$ cat src/hw/rtl/tama_pkg.sv
// Package for the three-axis moving-average filter.
// Shared widths, lane control and lane result types; no dependencies.
package tama_pkg;

    localparam int SAMPLE_W = 16;              // one axis sample / mean
    localparam int AXES     = 3;
    localparam int DATA_W   = SAMPLE_W * AXES; // packed x, y, z
    localparam int LEN_W    = 7;               // window length register

    typedef logic signed [SAMPLE_W-1:0] sample_t;

    // per-cycle commands to every lane
    typedef struct packed {
        logic clear;     // drop the running sum
        logic sum_upd;   // add new sample, remove the overwritten one
        logic div_start; // load the divider from the running sum
    } lane_ctl_t;

    // what one lane hands to the merge stage
    typedef struct packed {
        logic                neg; // sum was negative
        logic [SAMPLE_W-1:0] quo; // |sum| / len, low bits
    } lane_res_t;

endpackage

$ cat src/hw/rtl/three_axis_moving_average.sv
// Top level of the three-axis boxcar moving-average filter.
// Instantiates tama_window, three tama_lane copies and tama_merge; uses tama_pkg.
//
//  channel   | dir | handshake                     | payload
//  ----------+-----+-------------------------------+-------------------------------
//  s_axis    | in  | s_axis_tvalid / s_axis_tready | mag_x, mag_y, mag_z (s16 each)
//  m_axis    | out | m_axis_tvalid / m_axis_tready | avg_x, avg_y, avg_z (s16 each)
//  cfg       | in  | cfg_wr_en (no wait)           | window_len (7 bits)
//
//  One sample transaction runs from accept through the sum update from the ring
//  read, the divider load, SUM_W bit-serial divide steps that run in parallel on
//  all three axes, a state that sees the dividers finish and the output register
//  load. The next sample is taken once the sequencer is back in idle.
//  Reset (rst_n, async, active low) sets window_len to min(MAX_WINDOW, 64) and
//  clears sums, write position and fill flag; no memory sweep is needed.
//  A result waiting in the output register does not block the next sample;
//  only loading a second result waits for the master side.
module three_axis_moving_average #(
    parameter int MAX_WINDOW = 64
) (
    input  logic                        clk,
    input  logic                        rst_n,
    input  logic                        s_axis_tvalid,
    output logic                        s_axis_tready,
    input  logic [tama_pkg::DATA_W-1:0] s_axis_tdata,  // mag_x[15:0], mag_y[31:16], mag_z[47:32]
    output logic                        m_axis_tvalid,
    input  logic                        m_axis_tready,
    output logic [tama_pkg::DATA_W-1:0] m_axis_tdata,  // avg_x[15:0], avg_y[31:16], avg_z[47:32]
    input  logic                        cfg_wr_en,
    input  logic [tama_pkg::LEN_W-1:0]  cfg_wr_data    // window_len
);
    import tama_pkg::*;

    // sum of up to MAX_WINDOW signed 16-bit samples
    localparam int SUM_W = SAMPLE_W + $clog2(MAX_WINDOW);

    typedef enum logic [4:0] {
        ST_IDLE  = 5'b00001,  // ready for a sample
        ST_SUM   = 5'b00010,  // old slot value available, update sums
        ST_START = 5'b00100,  // load dividers
        ST_DIV   = 5'b01000,  // dividers running
        ST_OUT   = 5'b10000   // wait for a free output register
    } state_t;

    state_t state_reg, state_next;

    logic              accept;
    logic              load;
    logic              can_load;
    logic              all_idle;
    logic [LEN_W-1:0]  len;
    logic [DATA_W-1:0] new_sample;
    logic [DATA_W-1:0] old_sample;
    lane_ctl_t         ctl;
    lane_res_t         lane_res [AXES];
    logic [AXES-1:0]   lane_busy;

    assign s_axis_tready = (state_reg == ST_IDLE);
    assign accept        = s_axis_tvalid && s_axis_tready;
    assign all_idle      = (lane_busy == '0);

    assign ctl.clear     = cfg_wr_en;
    assign ctl.sum_upd   = (state_reg == ST_SUM);
    assign ctl.div_start = (state_reg == ST_START);

    // sequencer: one sample in flight at a time
    always_comb
    begin
        state_next = state_reg;
        load       = 1'b0;
        case (state_reg)
            ST_IDLE:
            begin
                if (accept)
                    state_next = ST_SUM;
            end
            ST_SUM:
            begin
                state_next = ST_START;
            end
            ST_START:
            begin
                state_next = ST_DIV;
            end
            ST_DIV:
            begin
                if (all_idle)
                    state_next = ST_OUT;
            end
            ST_OUT:
            begin
                if (can_load)
                begin
                    load       = 1'b1;
                    state_next = ST_IDLE;
                end
            end
            default:
            begin
                state_next = ST_IDLE;
            end
        endcase
    end

    always_ff @(posedge clk or negedge rst_n)
    begin
        if (!rst_n)
            state_reg <= ST_IDLE;
        else
            state_reg <= state_next;
    end

    tama_window #(
        .MAX_WINDOW (MAX_WINDOW)
    ) u_window (
        .clk         (clk),
        .rst_n       (rst_n),
        .cfg_wr_en   (cfg_wr_en),
        .cfg_wr_data (cfg_wr_data),
        .accept      (accept),
        .sample_in   (s_axis_tdata),
        .len         (len),
        .new_sample  (new_sample),
        .old_sample  (old_sample)
    );

    // one lane per axis, all stepped by the same commands
    for (genvar i = 0; i < AXES; i++)
    begin : g_lane
        tama_lane #(
            .SUM_W (SUM_W)
        ) u_lane (
            .clk     (clk),
            .rst_n   (rst_n),
            .ctl     (ctl),
            .new_val (new_sample[i*SAMPLE_W +: SAMPLE_W]),
            .old_val (old_sample[i*SAMPLE_W +: SAMPLE_W]),
            .len     (len),
            .busy    (lane_busy[i]),
            .res     (lane_res[i])
        );
    end

    tama_merge u_merge (
        .clk           (clk),
        .rst_n         (rst_n),
        .load          (load),
        .lane_res      (lane_res),
        .m_axis_tready (m_axis_tready),
        .m_axis_tvalid (m_axis_tvalid),
        .m_axis_tdata  (m_axis_tdata),
        .can_load      (can_load)
    );

endmodule

$ cat src/hw/rtl/tama_window.sv
// Sample ring for the moving-average filter: window length register,
// write position, fill flag and the sample memory. Uses tama_pkg.
module tama_window #(
    parameter int MAX_WINDOW = 64
) (
    input  logic                        clk,
    input  logic                        rst_n,
    input  logic                        cfg_wr_en,
    input  logic [tama_pkg::LEN_W-1:0]  cfg_wr_data,
    input  logic                        accept,
    input  logic [tama_pkg::DATA_W-1:0] sample_in,
    output logic [tama_pkg::LEN_W-1:0]  len,
    output logic [tama_pkg::DATA_W-1:0] new_sample,
    output logic [tama_pkg::DATA_W-1:0] old_sample
);
    import tama_pkg::*;

    localparam int AW        = $clog2(MAX_WINDOW);
    localparam int RESET_LEN = (MAX_WINDOW < 64) ? MAX_WINDOW : 64;

    logic [LEN_W-1:0]  len_reg, len_next;
    logic [AW-1:0]     wp_reg, wp_next;
    logic              full_reg, full_next;
    logic              old_ok_reg;
    logic [DATA_W-1:0] sample_reg;
    logic [DATA_W-1:0] rd_reg;
    logic [AW:0]       wp_inc;

    logic [DATA_W-1:0] mem [MAX_WINDOW];

    always_comb
    begin
        len_next  = len_reg;
        wp_next   = wp_reg;
        full_next = full_reg;
        wp_inc    = {1'b0, wp_reg} + 1'b1;
        if (cfg_wr_en)
        begin
            // zero reads as one, anything past the ring depth saturates
            if (cfg_wr_data == '0)
                len_next = LEN_W'(1);
            else if (32'(cfg_wr_data) > MAX_WINDOW)
                len_next = LEN_W'(MAX_WINDOW);
            else
                len_next = cfg_wr_data;
            wp_next   = '0;
            full_next = 1'b0;
        end
        else if (accept)
        begin
            if (32'(wp_inc) >= 32'(len_reg))
            begin
                wp_next   = '0;
                full_next = 1'b1; // every slot below len now holds a sample
            end
            else
            begin
                wp_next = wp_inc[AW-1:0];
            end
        end
    end

    always_ff @(posedge clk or negedge rst_n)
    begin
        if (!rst_n)
        begin
            len_reg    <= LEN_W'(RESET_LEN);
            wp_reg     <= '0;
            full_reg   <= 1'b0;
            old_ok_reg <= 1'b0;
        end
        else
        begin
            len_reg  <= len_next;
            wp_reg   <= wp_next;
            full_reg <= full_next;
            if (accept)
                old_ok_reg <= full_reg;
        end
    end

    // read-first: the slot's previous sample comes out as the new one goes in
    always_ff @(posedge clk)
    begin
        if (accept)
        begin
            rd_reg      <= mem[wp_reg];
            mem[wp_reg] <= sample_in;
            sample_reg  <= sample_in;
        end
    end

    assign len        = len_reg;
    assign new_sample = sample_reg;
    assign old_sample = old_ok_reg ? rd_reg : '0; // unfilled slot counts as zero

endmodule

$ cat src/hw/rtl/tama_lane.sv
// One axis lane: running window sum and a bit-serial restoring divider
// that divides the sum magnitude by the window length. Uses tama_pkg.
module tama_lane #(
    parameter int SUM_W = 22
) (
    input  logic                         clk,
    input  logic                         rst_n,
    input  tama_pkg::lane_ctl_t          ctl,
    input  tama_pkg::sample_t            new_val,
    input  tama_pkg::sample_t            old_val,
    input  logic [tama_pkg::LEN_W-1:0]   len,
    output logic                         busy,
    output tama_pkg::lane_res_t          res
);
    import tama_pkg::*;

    localparam int CW = $clog2(SUM_W + 1);

    logic signed [SUM_W-1:0] sum_reg, sum_next;
    logic signed [SAMPLE_W:0] diff;
    logic [SUM_W-1:0]        mag;
    logic                    busy_reg;
    logic [CW-1:0]           cnt_reg;
    logic [LEN_W-1:0]        rem_reg;
    logic [SUM_W-1:0]        quo_reg;
    logic                    neg_reg;
    logic [LEN_W:0]          rem_sh;
    logic                    ge;
    logic [LEN_W:0]          rem_sub;

    always_comb
    begin
        diff     = (SAMPLE_W+1)'(new_val) - (SAMPLE_W+1)'(old_val);
        sum_next = sum_reg + SUM_W'(diff);
        mag      = sum_reg[SUM_W-1] ? (~sum_reg + 1'b1) : sum_reg;
        rem_sh   = {rem_reg, quo_reg[SUM_W-1]};
        ge       = (rem_sh >= {1'b0, len});
        rem_sub  = rem_sh - {1'b0, len};
    end

    always_ff @(posedge clk or negedge rst_n)
    begin
        if (!rst_n)
        begin
            sum_reg  <= '0;
            busy_reg <= 1'b0;
            cnt_reg  <= '0;
        end
        else
        begin
            if (ctl.clear)
                sum_reg <= '0;
            else if (ctl.sum_upd)
                sum_reg <= sum_next;

            if (ctl.div_start)
            begin
                busy_reg <= 1'b1;
                cnt_reg  <= CW'(SUM_W - 1);
            end
            else if (busy_reg)
            begin
                if (cnt_reg == '0)
                    busy_reg <= 1'b0;
                else
                    cnt_reg <= cnt_reg - 1'b1;
            end
        end
    end

    // divider datapath, one quotient bit per cycle while busy
    always_ff @(posedge clk)
    begin
        if (ctl.div_start)
        begin
            neg_reg <= sum_reg[SUM_W-1];
            quo_reg <= mag;
            rem_reg <= '0;
        end
        else if (busy_reg)
        begin
            quo_reg <= {quo_reg[SUM_W-2:0], ge};
            rem_reg <= ge ? rem_sub[LEN_W-1:0] : rem_sh[LEN_W-1:0];
        end
    end

    assign busy    = busy_reg;
    assign res.neg = neg_reg;
    assign res.quo = quo_reg[SAMPLE_W-1:0];

endmodule

$ cat src/hw/rtl/tama_merge.sv
// Merge stage: applies each lane's sign, packs x, y, z and holds the
// result in the output register until the master side takes it. Uses tama_pkg.
module tama_merge (
    input  logic                        clk,
    input  logic                        rst_n,
    input  logic                        load,
    input  tama_pkg::lane_res_t         lane_res [tama_pkg::AXES],
    input  logic                        m_axis_tready,
    output logic                        m_axis_tvalid,
    output logic [tama_pkg::DATA_W-1:0] m_axis_tdata,
    output logic                        can_load
);
    import tama_pkg::*;

    logic              valid_reg, valid_next;
    logic [DATA_W-1:0] data_reg;
    logic [DATA_W-1:0] packed_res;

    always_comb
    begin
        for (int i = 0; i < AXES; i++)
        begin
            // truncation toward zero: negate the magnitude quotient
            packed_res[i*SAMPLE_W +: SAMPLE_W] = lane_res[i].neg
                ? (~lane_res[i].quo + 1'b1) : lane_res[i].quo;
        end
        can_load   = !valid_reg || m_axis_tready;
        valid_next = valid_reg;
        if (load)
            valid_next = 1'b1;
        else if (m_axis_tready)
            valid_next = 1'b0;
    end

    always_ff @(posedge clk or negedge rst_n)
    begin
        if (!rst_n)
            valid_reg <= 1'b0;
        else
            valid_reg <= valid_next;
    end

    always_ff @(posedge clk)
    begin
        if (load)
            data_reg <= packed_res;
    end

    assign m_axis_tvalid = valid_reg;
    assign m_axis_tdata  = data_reg;

endmodule
$ cat config.mk
export PLATFORM = sky130hd
export DESIGN_NAME = three_axis_moving_average
export DESIGN_NICKNAME = d
export VERILOG_FILES = /design/src/hw/rtl/tama_pkg.sv /design/src/hw/rtl/three_axis_moving_average.sv /design/src/hw/rtl/tama_window.sv /design/src/hw/rtl/tama_lane.sv /design/src/hw/rtl/tama_merge.sv
export SDC_FILE = /design/constraint.sdc
export NUM_CORES = 2
export LEC_CHECK = 0
export BUFFER_PORTS_ARGS = -buffer_cell sky130_fd_sc_hd__buf_2
export CORE_ASPECT_RATIO = 1.25
export CORE_MARGIN = 2
export CORE_UTILIZATION = 40
export DETAILED_ROUTE_END_ITERATION = 7
export HOLD_SLACK_MARGIN = 0.06
export PLACE_DENSITY = 0.59
export SYNTH_ARGS = -nofsm -noshare
export SYNTH_HDL_FRONTEND = slang
export SYNTH_SLANG_ARGS = --single-unit
$ cat constraint.sdc
create_clock -name clk -period 9.84 [get_ports clk]
set_input_delay 1.476 -clock clk [delete_from_list [all_inputs] [get_ports clk]]
set_output_delay 1.476 -clock clk [all_outputs]
set_load 0.02 [all_outputs]
==> After elaboration in Yosys (flattened, before gate mapping) <==
Memory sizes are Yosys's and may differ from the RTL's. A register that Yosys moved wholly into a read port is not among the register bits.
Cells that the tools add are included.
{ "totals": {"wordCells": 146, "register_bits": 291, "out_inout_bits": 50, "ram_bits": 3072, "mem_count": 1, "input_bits": 60} }
{ "memory_table": {"columns": ["name", "depth", "word_bits", "rd", "rd_clocked_by_memory_dff", "wr", "line", "text"], "rows": [
  ["u_window.mem", 64, 48, 1, 1, 1, "tama_window.sv:29", "logic [DATA_W-1:0] mem [MAX_WINDOW];"]
]} }
{ "classes": {"n_reduce_logical": 20, "order_cmp": 5, "n_addsub": 19, "n_mux": 58, "bitwise_logic": 6, "eq_ne": 11} }
{ "ops": {"columns": ["cell", "count"], "rows": [
  ["2-to-1 mux 22 bit", 15],
  ["adder 22 x 1 -> 22 bit, second input constant", 3],
  ["adder 22 x 17 -> 22 bit", 3],
  ["inverter 22 bit", 3],
  ["2-to-1 mux 5 bit", 12],
  ["subtractor 16 x 16 -> 17 bit", 3],
  ["adder 16 x 1 -> 16 bit, second input constant", 3],
  ["2-to-1 mux 16 bit", 3],
  ["2-to-1 mux 48 bit", 1],
  ["inverter 16 bit", 3],
  ["2-to-1 mux 7 bit", 5],
  ["one-hot mux 5 bit (5 select lines)", 1],
  ["greater-or-equal comparator 8 x 7 -> 1 bit", 3],
  ["subtractor 7 bit", 3],
  ["2-to-1 mux 1 bit", 18],
  ["2-to-1 mux 6 bit", 3],
  ["zero test 5 bit", 3],
  ["subtractor 5 x 1 -> 5 bit, second input constant", 3],
  ["nonzero test 2 bit", 7],
  ["!= test 2 bit, second input constant", 5],
  ["AND reduction 2 bit", 4],
  ["adder 6 x 1 -> 7 bit, second input constant", 1],
  ["greater-or-equal comparator 7 bit", 1],
  ["greater-than comparator 7 bit, second input constant", 1],
  ["12 further kinds", 12]
]} }

==> Depth between registers and ports, before layout <==
{ "logic_depth": {"depth_word": 5, "ltp_mapped": 15, "depth_no_buf": 13} }

==> Hierarchy <==
A second synthesis with hierarchy kept.
{ "hier_totals": {"cells_unflattened": 8675, "area_unflattened_um2": 138101.2} }
{ "modules_own_cells": {"columns": ["module", "cells_each", "area_each_um2", "instances", "seq_area_each_um2"], "rows": [
  ["tama_window", 6740, 120230.3, 1, 95507.8],
  ["tama_lane (g_lane[0].u_lane)", 592, 5171.2, 1, 1531.5],
  ["tama_lane (g_lane[2].u_lane)", 576, 5012.3, 1, 1531.5],
  ["tama_lane (g_lane[1].u_lane)", 559, 5008.6, 1, 1531.5],
  ["tama_merge", 180, 2384.8, 1, 1466.4],
  ["three_axis_moving_average", 28, 294.0, 1, 126.4]
]} }

==> Worst setup path before layout <==
No wires, ideal clock.
{ "synth_timing": {"path_type": "register -> register", "start": "register state_reg[3]", "end": "memory u_window.mem[0][0] in the netlist's numbering (enable)", "synth_period_minus_slack_ns": 7.900, "setup_slack_ns": 1.940, "t_arrival_ns": 7.447, "setup_ns": 0.453, "required_time_ns": 9.387, "path_stages_with_launch": 8, "n_path_buf": 1, "cell_sequence": "dfrtp_1 -> nor2_1 -> nor4bb_1 -> nand2_1 -> inv_1 -> buf_1 -> nand2_1 -> nor2_1"} }
{ "synth_via": {"elab_chain_len": 4} }
{ "synth_lines": {"columns": ["item", "line", "text"], "rows": [
  ["start: declaration", "three_axis_moving_average.sv:45", "state_t state_reg, state_next;"],
  ["start signal: assignment", "three_axis_moving_average.sv:110", "state_reg <= state_next;"],
  ["equality test 5 x 1 -> 1 bit", "three_axis_moving_average.sv:58", "assign s_axis_tready = (state_reg == ST_IDLE);"],
  ["named net s_axis_tready", "three_axis_moving_average.sv:24", "output logic s_axis_tready,"],
  ["logical AND 1 bit", "three_axis_moving_average.sv:59", "assign accept = s_axis_tvalid && s_axis_tready;"],
  ["named net accept", "three_axis_moving_average.sv:47", "logic accept;"],
  ["2-to-1 mux 1 bit", "tama_window.sv:85", "if (accept)"],
  ["2-to-1 mux 1 bit (not written as such)", "tama_window.sv:88", "mem[wp_reg] <= sample_in;"],
  ["end: declaration", "tama_window.sv:29", null]
]} }
The timed path passes the listed nets, and every way through them passes these cells.

==> Final worst setup path <==
{ "layout_timing": {"start": "register state_reg[3]", "end": "memory u_window.mem[19][45] in the netlist's numbering (enable)"} }
{ "layout_via": {"elab_chain_len": 4} }
{ "layout_lines": {"columns": ["item", "line"], "rows": [
  ["equality test 5 x 1 -> 1 bit", "three_axis_moving_average.sv:58"],
  ["logical AND 1 bit", "three_axis_moving_average.sv:59"],
  ["2-to-1 mux 1 bit", "tama_window.sv:85"],
  ["2-to-1 mux 1 bit (not written as such)", "tama_window.sv:88"]
]} }
Every way passes these cells.

==> impl_results.md <==
* Via/cell ratio at 6.27
* H-tree levels at 5
* F_max at 173 MHz
* Prevailing post-synth register cell: edfxtp_1
* Worst Setup End Kind: flip-flop
* Number of I/O port buffers at 109
* Slew Limit Fails at 0
* Gpl congestion at 0.888
* Post-synth EDFFs at 3285
* Number of synthesized register bits at 3411
* Gr usage total at 26.5%
* DP Worst Slack at 3.84 ns
* RSZ-0062 raised after global routing: no
* Final hold violation count at 0
* Detailed Place HPWL at 272 mm
* Via count at 84800
* Die Width at 530 µm
* Final Instance Area at 156000 µm²
* Post-CTS Resized at 0
* Total wire length at 474 mm
* Leak at 50.4 nW
* CTS tree: done
* # nets final at 8851
* Drt wl/cell at 35.0 µm
* Largest cells by area after synthesis: edfxtp_1, mux4_2, mux2i_1
* Seq/Total Area, Yosys at 73.5%
* Final ANT Viol Nets at 0
* Largest fanout on the critical path at 35
* Area Growth Syn to Fin at 12.6%
* # DRC at 0
* Post-synth top cells: edfxtp_1, nor2_1, nand2_1
* Period utilization at 58.9%
* Clock Skews at 0.0926 ns
* WHS at 0.470 ns
* Slew headroom at 5.61%
* Dpl cell area at 145000 µm²
* Max incr delay on CP at 1.19 ns
* Syn avg cell area at 16.4 µm²
* 1st-iter DRT viols at 13500
* CTS Root Cell: clkbuf_16
* MaxCap Viol Count at 0
* CP Class: flip-flop to flip-flop
* Worst Hold Class: flip-flop to flip-flop
* Yosys top cell area share at 71.3%
* Final setup TNS at 0 ns
* Crit-path cells: nor2_1, nor4bb_1, nand2_1, inv_6, buf_4, nand2_1, nor2_4, buf_4
* Initial antenna violation count at 64
* Non-Filler Instances at 13500
* Synth unique cells at 77
* Total clock sinks at 3411
* Row cnt at 241
* Top-count cell post-synth: edfxtp_1
* Largest net degree at the start of global routing at 111
* Synthesized instance count at 8426
* Final setup fails at 0
* Clock transition at path regs at 0.06 ns
* Dominant cell type by area after synthesis: edfxtp_1
* Core Area at 345000 µm²
* Final WS setup at 4.05 ns
* Vias in the first global route at 81600
* Area of the die at 351000 µm²
* Slowest-stage cell, CP: nor2_4
* Largest register FFs at 3072
* Clock latency on the worst-skew pair at 0.95 ns
* Post-route minimum period at 5.79 ns
* CTS buffer count at 336
* CP required at 10.36 ns
* WP data arrival at 6.31 ns
* Post-CTS Setup Inserts at 0
* Mapped Nets at 8662
* Global-route wire length before repair at 650 mm
* Hold-fix buffers at CTS at 0
* Global route overflow at 0
* Outcome: completed
* CP Launch Type: flip-flop
* Syn Std Cell Area at 138000 µm²
* Die Height at 662 µm
* Pwr/cell area at 245 nW/µm²
* Share of cells above drive strength 1 at 15.7%
* Dpl cells at 12900
* I/O pin count at 110
* First-pass DRT Iterations at 8
* Yosys warns at 0
* Worst slew pin tran at 1.41 ns
* Max IR drop VDD at 0.000155 V
* FFs w/ async S/R, synth at 3.08%
* Initial Utilization at 40.2%
* Max clock buf depth at 4
-- metrics by stage --
stage / total power [mW] / util, %
4_1_cts: 38.1 / 45.2
6_report: 38.2 / 45.2
5_1_grt: 39.4 / 45.2
2_1_floorplan: 22.6 / -
3_5_place_dp: 25.7 / 42.2
3_3_place_gp: 25.6 / 42.2
-- metal layers --
layer / track usage (%) / up-vias / routed length (µm)
met5: 0 / - / 302
met1: 34.4 / 43900 / 173000
met3: 6.74 / 1142 / 58200
li1: - / 33800 / -
met2: 41.9 / 5884 / 219000
met4: 11.6 / 44 / 24000
-- placed cells by master, fill, tap and decap left out, types with 143 or more instances in the layout --
cell type	instances
a21oi_1	380
clkbuf_16	341
o21ai_0	360
buf_4	245
a221oi_1	401
mux4_2	218
nand2_1	404
mux2i_1	397
edfxtp_1	3285
nor2_1	394
a22oi_1	143
mux2_2	221
o22ai_1	169
inv_1	288
-- area by class of cell --
type                    instances  area, µm²
inverters                     293       1120
repair buffers                355       2630
flip-flops and latches       3411     102000
multi-input cells            4218      34100
fillers                     29700     189000
well taps                    4617       5780
clock buffers                 428       8890
diodes                         36       90.1
clock inverters               170       1550
-- critical path, delay by kind of cell, from the launching register on --
kind          cells  cell delay (ns)
simple gates      5             3.08
buf+inv           3             1.71
flops             1             0.45
-- power breakdown --
part | switching, mW | total [mW] | internal [mW] | leakage [nW]
clock | 5.60 | 12.6 | 6.99 | 5.08
sequential | 0.556 | 17.1 | 16.6 | 31.2
combinational | 5.46 | 8.46 | 3.00 | 14.1
total | 11.6 | 38.2 | 26.6 | 50.4
-- kinds of logic (layout without fill, tap and decap cells) --
group / after synthesis / after routing / synth area share (%)
other cells: 0 / 36 / 0
mux: 836 / 836 / 8.22
fa+ha+maj: 176 / 176 / 1.95
buf+inv: 797 / 1246 / 2.38
xor+xnor: 164 / 164 / 1.04
flops: 3411 / 3411 / 73.5
simple gates: 1214 / 1214 / 3.91
compound gates: 1828 / 1828 / 9.03
-- final timing paths --
| kind | startpoint | endpoint | slack, ns | cells past startpoint |
|---|---|---|---|---|
| min in group asynchronous | rst_n | g_lane[1].u_lane.cnt_reg[2] | 0.67 | 1 |
| setup / recovery | state_reg[3] | u_window.mem[19][45] | 4.05 | 8 |
| setup reg to reg | state_reg[3] | u_window.mem[19][45] | 4.05 | 8 |
| hold / removal | g_lane[1].u_lane.rem_reg[6] | g_lane[1].u_lane.rem_reg[6] | 0.47 | 2 |
| max in group asynchronous | rst_n | g_lane[1].u_lane.sum_reg[16] | 7.93 | 2 |
| hold reg to reg | g_lane[1].u_lane.rem_reg[6] | g_lane[1].u_lane.rem_reg[6] | 0.47 | 2 |
No activity file was read; power rests on OpenSTA's default activity.
